## src/sv/uetd_pkg.sv

```systemverilog
// shared types and constants for the 8n1 edge timing decoder
package uetd_pkg;

  localparam int MAX_BIT_RUN_DEF = 10;
  localparam int CPB_W           = 29;
  localparam int TICK_W          = 32;
  localparam int ACC_W           = TICK_W + 1;
  localparam int POS_W           = 4;
  localparam int DIV_CNT_W       = 5;

  localparam logic [POS_W-1:0] POS_IDLE = 4'd15;
  localparam logic [POS_W-1:0] POS_STOP = 4'd8;

  localparam logic [1:0] OP_EDGE   = 2'd0;
  localparam logic [1:0] OP_POLL   = 2'd1;
  localparam logic [1:0] OP_RESYNC = 2'd2;

  typedef struct packed {
    logic [1:0]        opcode;
    logic [TICK_W-1:0] tick;
    logic              line_level;
  } in_item_t;

  typedef struct packed {
    logic [7:0] data_byte;
    logic       byte_valid;
    logic       framing_error;
    logic       coalesced_edge;
    logic       break_seen;
  } out_item_t;

  typedef enum logic [1:0] {
    ST_IDLE,
    ST_DIV,
    ST_FEED,
    ST_FINISH
  } state_t;

  typedef enum logic [1:0] {
    MODE_EDGE,
    MODE_POLL_LOW,
    MODE_POLL_HIGH
  } mode_t;

  typedef struct packed {
    logic                 start;
    logic [ACC_W-1:0]     dividend;
    logic [CPB_W-1:0]     divisor;
    logic [DIV_CNT_W-1:0] limit;
  } div_req_t;

  typedef struct packed {
    logic                 done;
    logic [DIV_CNT_W-1:0] count;
  } div_rsp_t;

endpackage

```

## src/sv/uetd_div.sv

```systemverilog
// shared subtract unit: counts whole bit periods in a span, up to a limit
module uetd_div import uetd_pkg::*; (
  input  logic     clk,
  input  logic     rst,
  input  div_req_t req,
  output div_rsp_t rsp
);

  logic                 busy;
  logic [ACC_W-1:0]     acc;
  logic [CPB_W-1:0]     divisor;
  logic [DIV_CNT_W-1:0] cnt;
  logic [DIV_CNT_W-1:0] limit;
  logic [ACC_W-1:0]     divisor_ext;
  logic                 step;

  assign divisor_ext = {{(ACC_W-CPB_W){1'b0}}, divisor};
  assign step        = busy && (cnt < limit) && (acc >= divisor_ext);

  always_ff @(posedge clk) begin
    if (rst) begin
      busy <= 1'b0;
    end else if (req.start) begin
      busy <= 1'b1;
    end else if (busy && !step) begin
      busy <= 1'b0;
    end
  end

  always_ff @(posedge clk) begin
    if (req.start) begin
      acc     <= req.dividend;
      divisor <= req.divisor;
      limit   <= req.limit;
      cnt     <= '0;
    end else if (step) begin
      acc <= acc - divisor_ext;
      cnt <= cnt + 1'b1;
    end
  end

  assign rsp.done  = busy && !step;
  assign rsp.count = cnt;

endmodule

```

## src/sv/uart_8n1_edge_timing_decoder.sv

```systemverilog
// uart 8n1 decoder driven by timestamped line transitions
// items that need no run length go straight to the finish state; otherwise the shared
// subtract unit takes one bit period per cycle, then up to three framer steps follow and the
// result is loaded into the output register, once a stalled result no longer holds it
// throughput: one item at a time; a finished result waits in the output register while the
// next item is taken
// reset (rst, synchronous): decoder disabled, line idle high, awaiting start bit.
module uart_8n1_edge_timing_decoder import uetd_pkg::*; #(
  parameter int MAX_BIT_RUN = MAX_BIT_RUN_DEF
) (
  input  logic             clk,
  input  logic             rst,
  input  logic             in_valid,
  output logic             in_stall,
  input  in_item_t         in_data,
  output logic             out_valid,
  input  logic             out_stall,
  output out_item_t        out_data,
  input  logic             cfg_we,
  input  logic [CPB_W-1:0] cfg_data
);

  localparam logic [DIV_CNT_W-1:0] RUN_MAX   = DIV_CNT_W'(MAX_BIT_RUN);
  localparam logic [DIV_CNT_W-1:0] RUN_BREAK = DIV_CNT_W'(MAX_BIT_RUN + 1);

  state_t state, state_next;
  mode_t  mode;

  logic [CPB_W-1:0]     cpb;
  logic [TICK_W-1:0]    last_tick;
  logic                 held;
  logic [POS_W-1:0]     pos;
  logic [7:0]           shift_byte;
  logic                 brk;

  logic [TICK_W-1:0]    tick_r;
  logic                 lvl_r;
  logic                 feed_lvl;
  logic [DIV_CNT_W-1:0] bits;
  out_item_t            res;

  logic                 accept;
  logic                 load_out;
  logic                 go_div;
  mode_t                go_mode;
  logic                 post_feed;
  logic                 feed_end;
  logic [TICK_W-1:0]    delta;
  div_req_t             div_req;
  div_rsp_t             div_rsp;

  logic [POS_W-1:0]     room;
  logic [POS_W-1:0]     take;
  logic [7:0]           shift_fed;

  uetd_div u_div (
    .clk (clk),
    .rst (rst),
    .req (div_req),
    .rsp (div_rsp)
  );

  assign delta = in_data.tick - last_tick;

  // what an accepted item needs from the subtract unit
  always_comb begin
    go_div           = 1'b0;
    go_mode          = MODE_EDGE;
    div_req.dividend = {1'b0, delta};
    div_req.divisor  = cpb;
    div_req.limit    = RUN_MAX;
    if (cpb != '0 && !brk) begin
      case (in_data.opcode)
        OP_EDGE: begin
          if (in_data.line_level != held) begin
            go_div           = 1'b1;
            // round to nearest bit period
            div_req.dividend = {1'b0, delta} + {{(ACC_W-CPB_W+1){1'b0}}, cpb[CPB_W-1:1]};
          end
        end
        OP_POLL: begin
          if (!held) begin
            go_div        = 1'b1;
            go_mode       = MODE_POLL_LOW;
            div_req.limit = RUN_BREAK;
          end else if (pos <= POS_STOP && in_data.line_level) begin
            go_div  = 1'b1;
            go_mode = MODE_POLL_HIGH;
          end
        end
        default: begin
          go_div = 1'b0;
        end
      endcase
    end
    div_req.start = accept && go_div;
  end

  // one framer step
  always_comb begin
    room      = POS_STOP - pos;
    take      = ({1'b0, bits[DIV_CNT_W-2:0]} < {1'b0, room} && !bits[DIV_CNT_W-1])
                ? bits[POS_W-1:0] : room;
    shift_fed = (shift_byte >> take) | (feed_lvl ? (8'hFF << (POS_STOP - take)) : 8'h00);
    feed_end  = (bits == '0) || (pos > POS_STOP && feed_lvl) || (pos == POS_STOP);
    post_feed = (mode == MODE_EDGE) ||
                (mode == MODE_POLL_HIGH && div_rsp.count == RUN_MAX && lvl_r);
  end

  always_comb begin
    state_next = state;
    case (state)
      ST_IDLE: begin
        if (accept) begin
          state_next = go_div ? ST_DIV : ST_FINISH;
        end
      end
      ST_DIV: begin
        if (div_rsp.done) begin
          state_next = post_feed ? ST_FEED : ST_FINISH;
        end
      end
      ST_FEED: begin
        if (feed_end) begin
          state_next = ST_FINISH;
        end
      end
      ST_FINISH: begin
        if (load_out) begin
          state_next = ST_IDLE;
        end
      end
      default: begin
        state_next = ST_IDLE;
      end
    endcase
  end

  always_comb begin
    in_stall      = (state != ST_IDLE);
    accept        = in_valid && (state == ST_IDLE);
    load_out      = (state == ST_FINISH) && (!out_valid || !out_stall);
  end

  always_ff @(posedge clk) begin
    if (rst) begin
      state <= ST_IDLE;
    end else begin
      state <= state_next;
    end
  end

  always_ff @(posedge clk) begin
    if (rst) begin
      cpb        <= '0;
      last_tick  <= '0;
      held       <= 1'b1;
      pos        <= POS_IDLE;
      shift_byte <= '0;
      brk        <= 1'b0;
    end else begin
      case (state)
        ST_IDLE: begin
          if (accept) begin
            case (in_data.opcode)
              OP_RESYNC: begin
                last_tick  <= in_data.tick;
                held       <= in_data.line_level;
                pos        <= POS_IDLE;
                shift_byte <= '0;
                brk        <= 1'b0;
              end
              OP_EDGE: begin
                if (cpb != '0) begin
                  if (brk) begin
                    if (in_data.line_level) begin
                      brk <= 1'b0;
                    end
                    last_tick <= in_data.tick;
                    held      <= in_data.line_level;
                  end else if (in_data.line_level == held) begin
                    last_tick <= in_data.tick;
                    pos       <= POS_IDLE;
                  end else begin
                    last_tick <= in_data.tick;
                    held      <= in_data.line_level;
                  end
                end
              end
              OP_POLL: begin
                if (cpb != '0 && brk && in_data.line_level) begin
                  brk       <= 1'b0;
                  held      <= 1'b1;
                  last_tick <= in_data.tick;
                end
              end
              default: begin
                brk <= brk;
              end
            endcase
          end
        end
        ST_DIV: begin
          if (div_rsp.done) begin
            case (mode)
              MODE_POLL_LOW: begin
                if (div_rsp.count == RUN_BREAK) begin
                  if (lvl_r) begin
                    held <= 1'b1;
                  end else begin
                    brk <= 1'b1;
                  end
                  pos        <= POS_IDLE;
                  shift_byte <= '0;
                  last_tick  <= tick_r;
                end
              end
              MODE_POLL_HIGH: begin
                if (post_feed) begin
                  last_tick <= tick_r;
                end
              end
              default: begin
                brk <= brk;
              end
            endcase
          end
        end
        ST_FEED: begin
          if (bits != '0) begin
            if (pos > POS_STOP) begin
              if (!feed_lvl) begin
                pos        <= '0;
                shift_byte <= '0;
              end
            end else if (pos < POS_STOP) begin
              shift_byte <= shift_fed;
              pos        <= pos + take;
            end else begin
              pos <= POS_IDLE;
            end
          end
        end
        default: begin
          brk <= brk;
        end
      endcase
      if (cfg_we) begin
        cpb        <= cfg_data;
        pos        <= POS_IDLE;
        shift_byte <= '0;
        brk        <= 1'b0;
      end
    end
  end

  // per-item working registers
  always_ff @(posedge clk) begin
    case (state)
      ST_IDLE: begin
        if (accept) begin
          tick_r   <= in_data.tick;
          lvl_r    <= in_data.line_level;
          mode     <= go_mode;
          feed_lvl <= (go_mode == MODE_POLL_HIGH) ? 1'b1 : held;
          // only a same-level transition reports at accept time
          res      <= {10'h000, (in_data.opcode == OP_EDGE && cpb != '0 && !brk &&
                                 in_data.line_level == held), 1'b0};
        end
      end
      ST_DIV: begin
        if (div_rsp.done) begin
          bits <= (mode == MODE_POLL_HIGH) ? RUN_MAX : div_rsp.count;
          if (mode == MODE_POLL_LOW && div_rsp.count == RUN_BREAK) begin
            if (lvl_r) begin
              res.coalesced_edge <= 1'b1;
            end else begin
              res.break_seen <= 1'b1;
            end
          end
        end
      end
      ST_FEED: begin
        if (bits != '0) begin
          if (pos > POS_STOP) begin
            if (!feed_lvl) begin
              bits <= bits - 1'b1;
            end
          end else if (pos < POS_STOP) begin
            bits <= bits - {{(DIV_CNT_W-POS_W){1'b0}}, take};
          end else if (feed_lvl) begin
            res.byte_valid <= 1'b1;
            res.data_byte  <= shift_byte;
          end else begin
            res.framing_error <= 1'b1;
          end
        end
      end
      default: begin
        res <= res;
      end
    endcase
  end

  // output register
  always_ff @(posedge clk) begin
    if (rst) begin
      out_valid <= 1'b0;
    end else if (load_out) begin
      out_valid <= 1'b1;
    end else if (!out_stall) begin
      out_valid <= 1'b0;
    end
  end

  always_ff @(posedge clk) begin
    if (load_out) begin
      out_data <= res;
    end
  end

`ifndef NO_ASSERTIONS
  a_one_flag: assert property (@(posedge clk) disable iff (rst)
    out_valid |-> $onehot0({out_data.byte_valid, out_data.framing_error,
                            out_data.coalesced_edge, out_data.break_seen}))
    else $error("more than one result flag set");

  a_byte_zero: assert property (@(posedge clk) disable iff (rst)
    (out_valid && !out_data.byte_valid) |-> (out_data.data_byte == 8'h00))
    else $error("data byte nonzero without byte_valid");

  a_pos_legal: assert property (@(posedge clk) disable iff (rst)
    (pos <= POS_STOP) || (pos == POS_IDLE))
    else $error("frame position out of range");

  a_break_idle: assert property (@(posedge clk) disable iff (rst)
    brk |-> (pos == POS_IDLE))
    else $error("frame in progress during break hold");

  a_div_done: assert property (@(posedge clk) disable iff (rst)
    (state == ST_DIV && div_rsp.done) |-> (div_rsp.count <= RUN_BREAK))
    else $error("run count beyond limit");
`endif

endmodule

```

## config.mk

```make
export PLATFORM = sky130hd
export DESIGN_NAME = uart_8n1_edge_timing_decoder
export DESIGN_NICKNAME = d
export VERILOG_FILES = /design/src/sv/uetd_pkg.sv /design/src/sv/uetd_div.sv /design/src/sv/uart_8n1_edge_timing_decoder.sv
export SDC_FILE = /design/constraint.sdc
export NUM_CORES = 1
export LEC_CHECK = 0
export ABC_CLOCK_PERIOD_IN_PS = 6350
export BUFFER_PORTS_ARGS = -buffer_cell sky130_fd_sc_hd__buf_2
export CAP_MARGIN = 15
export CORE_MARGIN = 8
export CORE_UTILIZATION = 44
export CTS_CLUSTER_SIZE = 8
export DETAILED_ROUTE_END_ITERATION = 8
export PLACE_DENSITY = 0.64
export SLEW_MARGIN = 25
export SYNTH_ARGS = -nofsm -noshare
export SYNTH_HDL_FRONTEND = slang
export SYNTH_HIERARCHICAL = 1
export SYNTH_SLANG_ARGS = --single-unit
export TNS_END_PERCENT = 100
```

## constraint.sdc

```tcl
create_clock -name clk -period 6.35 [get_ports clk]
set_input_delay 1.5875 -clock clk [delete_from_list [all_inputs] [get_ports clk]]
set_output_delay 1.5875 -clock clk [all_outputs]
set_load 0.02 [all_outputs]
```

==> results of run 1 <==
==> critical path, stage by stage <==
cell and delay, ns:
buf_2 0.12, inv_1 0.05, ha_1 0.15, inv_1 0.05, fa_1 0.38, a211oi_1 0.23
o21ai_0 0.27, a21o_1 0.25, a21oi_1 0.18, xnor2_1 0.17, ha_1 0.32, a21o_1 0.22
a2111oi_0 0.40, o21ai_0 0.20, a21oi_1 0.30, o311ai_0 0.24, o41ai_1 0.45, o21ai_0 0.24
and4_1 0.25, nor2_1 0.09, a31oi_1 0.05
==> where the power goes <==
part	internal [µW]	switching, µW	leakage, µW
registers	1870	161	0.00192
clock network	898	583	0.000409
logic	1660	2560	0.00447
==> per-layer routing <==
metal,global-route usage,vias to the layer above,wire length [µm],share of wire
met5,0,-,0,0
met2,0.277,244,15300,0.43
met1,0.259,5476,17700,0.50
li1,-,5945,-,-
met3,0.0211,46,1540,0.043
met4,0.0454,0,740,0.021
==> flip-flops by register name, summed over array words and instances, names as in the netlist <==
name,cells
tick_r,32
mode,2
u_div/divisor,29
u_div/limit,5
cpb,29
feed_lvl,1
lvl_r,1
u_div/cnt,5
state,2
brk,1
res,12
shift_byte,8
out_data,12
out_valid,1
u_div/acc,33
held,1
pos,4
last_tick,32
bits,5
u_div/busy,1
==> cells in the mapped netlist (all sizes together), types with 7 or more instances <==
master and number:
o211ai 15, o21bai 7, inv 113, nand2b 18
and2 14, and3 19, o31ai 9, a31oi 18
nand3 34, clkbuf 46, edfxtp 132, xnor2 39
nand4 17, buf 8, ha 122, o2111ai 7
or3 10, nor2 133, a21o 46, xor2 43
o21a 14, a21oi 98, dfxtp 84, nor3 31
nor2b 10, o21ai 105, a211oi 49, nor4 13
nand2 157, mux2i 78
==> final timing paths <==
kind	startpoint	endpoint	depth (start not counted)
worst min-delay path	res[8]	out_data[8]	0
worst max-delay path	in_data[1]	u_div/acc[32]	21
worst min register to register	res[8]	out_data[8]	0
worst max register to register	last_tick[0]	u_div/acc[32]	19
==> layout make-up <==
type / count / share of cell area
Multi-Input combinational cell: 1200 / 0.508
Tap cell: 442 / 0.0338
Inverter: 114 / 0.0264
Clock buffer: 54 / 0.0526
Timing Repair Buffer: 103 / 0.0347
Sequential cell: 216 / 0.345
==> cells by family (layout without fill, tap and decap cells) <==
kind of cell,after synthesis,after routing,synth area share
other,2,4,0.000515
multiplexers,82,82,0.0586
XOR/XNOR,82,82,0.0492
AND/OR/NAND/NOR,483,483,0.157
flip-flops,216,216,0.387
AO/OA/AOI/OAI,422,422,0.191
buffers and inverters,168,271,0.0455
adder cells (fa/ha/maj),127,127,0.111
==> stage by stage <==
step | hold slack [ns] | TNS (ns)
after global placement | 0.401 | 0
after floorplan | 0.400 | 0
after detailed placement | 0.406 | -0.110
final | 0.416 | 0
after global routing | 0.429 | 0
after CTS | 0.418 | 0
==> summary.md, run 1 <==
| Metric | Value |
|---|---|
| Outcome | `finished clean` |
| Die footprint | `39200 µm²` |
| Unique cell type count in the Yosys netlist | `89` |
| Post-DP HPWL | `~27 mm` |
| Place WS | `-0.0490 ns` |
| Pin count of the biggest net entering global routing | `between 70 and 80` |
| Most frequent cells in the layout | `nand2_1, nor2_1, edfxtp_1` |
| Layout filler cell count | `just over 3k` |
| Gr ovfl total | `0` |
| DRT iter0 DRCs | `slightly below 900` |
| R2r setup slk | `roughly 1.3 ns` |
| Synth async-reset ratio | `0` |
| Clock slew at reported path FFs | `roughly 0.050 ns` |
| Max_slew headroom | `0.438` |
| Critical path fanouts, max | `5` |
| Drt drc | `0` |
| CTS H-tree depth | `1` |
| Final non-filler cell area | `around 16000 µm²` |
| Worst Max-Slew Pin Slew | `0.843 ns` |
| Ys flop type | `edfxtp_1` |
| # setup viols final | `0` |
| Gr usage total | `0.178` |
| Post-synth top area cell | `edfxtp_1` |
| Required @ worst endpoint | `between 6 and 7 ns` |
| First-pass GRT wire length | `approximately 58 mm` |
| Fin worst setup slack | `0.431 ns` |
| Total power | `between 7000 and 8000 µW` |
| TritonCTS Buffers | `30` |
| Share of layout cells above drive strength 1 | `0.0972` |
| TritonCTS Sinks | `around 220` |
| Setup CP Type | `input pin to flop` |
| Final Critical Period | `about 5.9 ns` |
| Syn avg cell area | `slightly above 9 µm²` |
| Skew final | `roughly 0.02 ns` |
| Power Dens Cells | `around 470 nW/µm²` |
| Hold Fails Final Rpt | `0` |
| Commonest non-fill, non-tap cell in the layout | `nand2_1` |
| CTS tree | `done` |
| CP Launch Type | `input pin` |
| WL final | `between 30 and 40 mm` |
| CTS root buffer | `clkbuf_16` |
| Initial antenna violation count | `0` |
| Synth warn | `6` |
| Max cap viols | `0` |
| Top post-synthesis cells by area | `edfxtp_1, dfxtp_1, ha_1, mux2i_1, nand2_1` |
| Vias/cell | `between 5 and 6` |
| Post-route antenna net violation count | `0` |
| Fin util | `0.502` |
| Final-report max-slew violation count | `0` |
| Starting Density | `0.447` |
| Number of global-route vias before repair | `~11k` |
| Hold_buf cts | `0` |
| CP endpoint kind | `flop` |
| RSZ-0062 raised after global routing | `false` |
| Core ar. | `roughly 33000 µm²` |
| Multi-input logic area | `8310 µm²` |
| Synthesized cell area | `roughly 15000 µm²` |
| DIE HEIGHT | `roughly 200 µm` |
| First-pass DRT Iterations | `7` |
| Post-Place Cells | `slightly above 2k` |
| Routability congestion estimate | `0.914` |
| Setup bufs post-CTS | `0` |
| CP Data Arrival Time | `approximately 6.2 ns` |
| Post-CTS Resized | `0` |
| Post-synthesis sequential area ratio | `0.387` |
| Die W | `between 150 and 200 µm` |
| Finished Layout Cells | `between 2k and 2.5k` |
| Drt wl/cell | `between 15 and 20 µm` |
| #FFs+latches synth | `216` |
| Peak Freq | `169 MHz` |
| Dpl cell area | `~16000 µm²` |
| Number of synthesized flops with an enable pin | `132` |
| Fin crit share | `0.932` |
| Peak VDD IR | `around 0.25 mV` |
| # diodes | `0` |
| Via count | `around 12k` |
| I/O pins | `83` |
| Lkg Pwr | `around 0.0068 µW` |
| Longest Clk Path Bufs | `3` |
| FF/Latch Area | `approximately 5600 µm²` |
| I/O Buffers | `82` |
| Latest clock arrival within the worst-skew pair | `0.55 ns` |
| Mapped Cells | `around 1.6k` |
| Yosys top cell area share | `0.272` |
| Fin nets | `around 1.9k` |
| Synthesis-to-finish area growth | `12.2%` |
| Number of cell rows | `66` |
| HP Class | `flop to flop` |
(Power assumes the default switching activity.)
==> run 2: changes to the inputs <==
- CAP_MARGIN: 15 -> 40
- CORE_UTILIZATION: 44 -> 35
- PLACE_DENSITY: 0.64 -> 0.54
==> summary.md, run 2 (synthesis gave the netlist of run 1 again) <==
| Metric | Value |
|---|---|
| Outcome | `finished clean` |
| Largest regs | `u_div/acc: 33 flops, last_tick: 32 flops, tick_r: 32 flops` |
| WL final | `37.1 mm (+5.1%)` |
| CP top delay family | `compound AO/OA/AOI/OAI gates` |
| Final Critical Period | `5.77 ns (-0.152 ns)` |
| Critical path fanouts, max | `5 (unchanged)` |
| Hold endpoint | `out_data[5]` |
| R2R depth | `23 (+4)` |
| Max cap viols | `0 (unchanged)` |
| Peak VDD IR | `0.227 mV (-10%)` |
| Synthesis-to-finish area growth | `13.9%` |
| Reg-to-Reg Start | `last_tick[4]` |
| DIE HEIGHT | `220 µm (+11%)` |
| Initial antenna violation count | `0 (unchanged)` |
| First-pass GRT wire length | `60.3 mm (+4.3%)` |
| Clock slew at reported path FFs | `0.06 ns (about the same)` |
| DRT iter0 DRCs | `665 (-25%)` |
| I/O Buffers | `82 (unchanged)` |
| R2r setup slk | `1.37 ns (+0.06 ns)` |
| CTS H-tree depth | `1 (unchanged)` |
| Setup CP Type | `input pin to flop` |
| Worst hold slack | `0.410 ns (-0.00547 ns)` |
| TritonCTS Buffers | `31 (+3.3%)` |
| Core ar. | `41600 µm² (+27%)` |
| Gr usage total | `0.153 (-0.0256)` |
| Die footprint | `48500 µm² (+24%)` |
| Reg-to-Reg End | `u_div/acc[26]` |
| Post-route antenna net violation count | `0 (unchanged)` |
| TritonCTS Sinks | `216 (unchanged)` |
| Vias/cell | `5.23 (-4.9%)` |
| Most frequent cells in the layout | `nand2_1, nor2_1, edfxtp_1` |
| Largest register by flop count | `u_div/acc` |
| Gr ovfl total | `0 (unchanged)` |
| Number of global-route vias before repair | `11.4k (+1.5%)` |
| Die W | `220 µm (+11%)` |
| Peak Freq | `173 MHz (+2.6%)` |
| Setup TNS | `0 ns (unchanged)` |
| CP max stage delay | `0.41 ns (-0.04 ns)` |
| CP endpoint kind | `flop` |
| Pin count of the biggest net entering global routing | `65 (-8.5%)` |
| CTS tree | `done` |
| HP Class | `flop to flop` |
| Hold Fails Final Rpt | `0 (unchanged)` |
| Number of cell rows | `75 (+14%)` |
| Max reg flops | `33 (unchanged)` |
| Power Dens Cells | `470 nW/µm² (-0.61%)` |
| # setup viols final | `0 (unchanged)` |
| Routability congestion estimate | `0.901 (-1.4%)` |
| RSZ-0062 raised after global routing | `false` |
| Required @ worst endpoint | `6.62 ns (about the same)` |
| Drt wl/cell | `16.6 µm (about the same)` |
| Buf/Inv on CP | `2 (-1)` |
| Share of layout cells above drive strength 1 | `0.104 (+0.00638)` |
| Hold depth | `0 (unchanged)` |
| Fin nets | `1872 (+0.59%)` |
| Setup bufs post-CTS | `0 (unchanged)` |
| Commonest non-fill, non-tap cell in the layout | `nand2_1` |
| CTS root buffer | `clkbuf_16` |
| Max_slew headroom | `0.455 (+0.0168)` |
| Post-DP HPWL | `28.3 mm (+6.4%)` |
| Starting Density | `0.351 (-0.0963)` |
| First-pass DRT Iterations | `5 (-2)` |
| CP Data Arrival Time | `6.04 ns (-0.15 ns)` |
| Final-report max-slew violation count | `0 (unchanged)` |
| Total power | `7810 µW (+0.89%)` |
| Worst Max-Slew Pin Slew | `0.795 ns (-0.0479 ns)` |
| Post-CTS Resized | `0 (unchanged)` |
| # diodes | `0 (unchanged)` |
| Latest clock arrival within the worst-skew pair | `0.56 ns (about the same)` |
| Slowest cell on the critical path | `o41ai_1` |
| Longest Clk Path Bufs | `3 (unchanged)` |
| Drt drc | `0 (unchanged)` |
| Via count | `11.7k (-0.068%)` |
| Crit path top cell by count | `o21ai_0` |
| Hold_buf cts | `0 (unchanged)` |
| CP Launch Type | `input pin` |
| Lkg Pwr | `0.00687 µW (+1.1%)` |
| Skew final | `0.0130 ns (-0.00696 ns)` |
| CP Cell Sequence | `buf_2, ha_1, nand2_1, nor4_1, o21ai_0, a21oi_1, o2111ai_1, a21boi_0, o21ai_0, nor2b_1, xnor2_1, ha_1, a211o_1, nor3_1, o21ai_0, nand4_1, o311ai_0, o41ai_1, buf_4, xor2_1, o21ai_0, nor2_1, o22ai_1` |
| I/O pins | `83 (unchanged)` |
| Fin crit share | `0.908 (-0.0240)` |
| HP Start | `res[5]` |
## run 2: where the power goes
group	switching [µW]	internal (µW)	leakage, µW
combinational	2560	1690	0.00452
clock	596	938	0.000429
sequential	158	1870	0.00192
## run 2: metrics by stage
step                cell area [µm²]  utilization  std cells  worst slack (ns)
floorplan                     14600            -       1584             0.486
global placement              15700        0.377       2178            0.0557
detailed placement            15700        0.378       2180            0.0425
CTS                           16600        0.399       2236             0.586
global route                  16600        0.400       2238            0.0452
finish                        16600        0.400       2238             0.583
## run 2: worst max-delay path by stage
stage          slack, ns       start  cells past startpoint       endpoint
2_1_floorplan       0.49  in_data[1]                     21  u_div/acc[31]
6_report            0.58  in_data[8]                     23  u_div/acc[26]
3_3_place_gp        0.06  in_data[1]                     22  u_div/acc[26]
5_1_grt             0.05  in_data[1]                     22  u_div/acc[28]
4_1_cts             0.59  in_data[1]                     22  u_div/acc[26]
3_5_place_dp        0.04  in_data[1]                     22  u_div/acc[26]
## run 2: layout make-up
cell class | instances | area [µm²]
Multi-Input combinational cell | 1200 | 8310
Tap cell | 539 | 674
Clock buffer | 56 | 901
Fill cell | 4132 | 24900
Inverter | 114 | 433
Sequential cell | 216 | 5650
Timing Repair Buffer | 113 | 654
## run 2: worst register-to-register path, cell delays in order, from the launching register on
cell,delay (ns)
dfxtp_1,0.33
inv_1,0.05
ha_1,0.33
a21oi_1,0.19
nand2_1,0.09
o21ai_0,0.35
a21oi_1,0.19
o2111ai_1,0.25
a21boi_0,0.12
o21ai_0,0.26
nor2b_1,0.20
xnor2_1,0.14
ha_1,0.26
a211o_1,0.32
nor3_1,0.14
o21ai_0,0.14
nand4_1,0.11
o311ai_0,0.19
o41ai_1,0.41
buf_4,0.19
xor2_1,0.13
o21ai_0,0.08
nor2_1,0.13
o22ai_1,0.10
## run 2: metal layers
layer  global-route usage  part of all wire  vias to the layer above
li1                     -                 -                     5982
met1                0.217              0.50                     5439
met2                0.244              0.44                      232
met3               0.0185             0.037                       50
met4               0.0372             0.020                        0
met5                    0                 0                        -
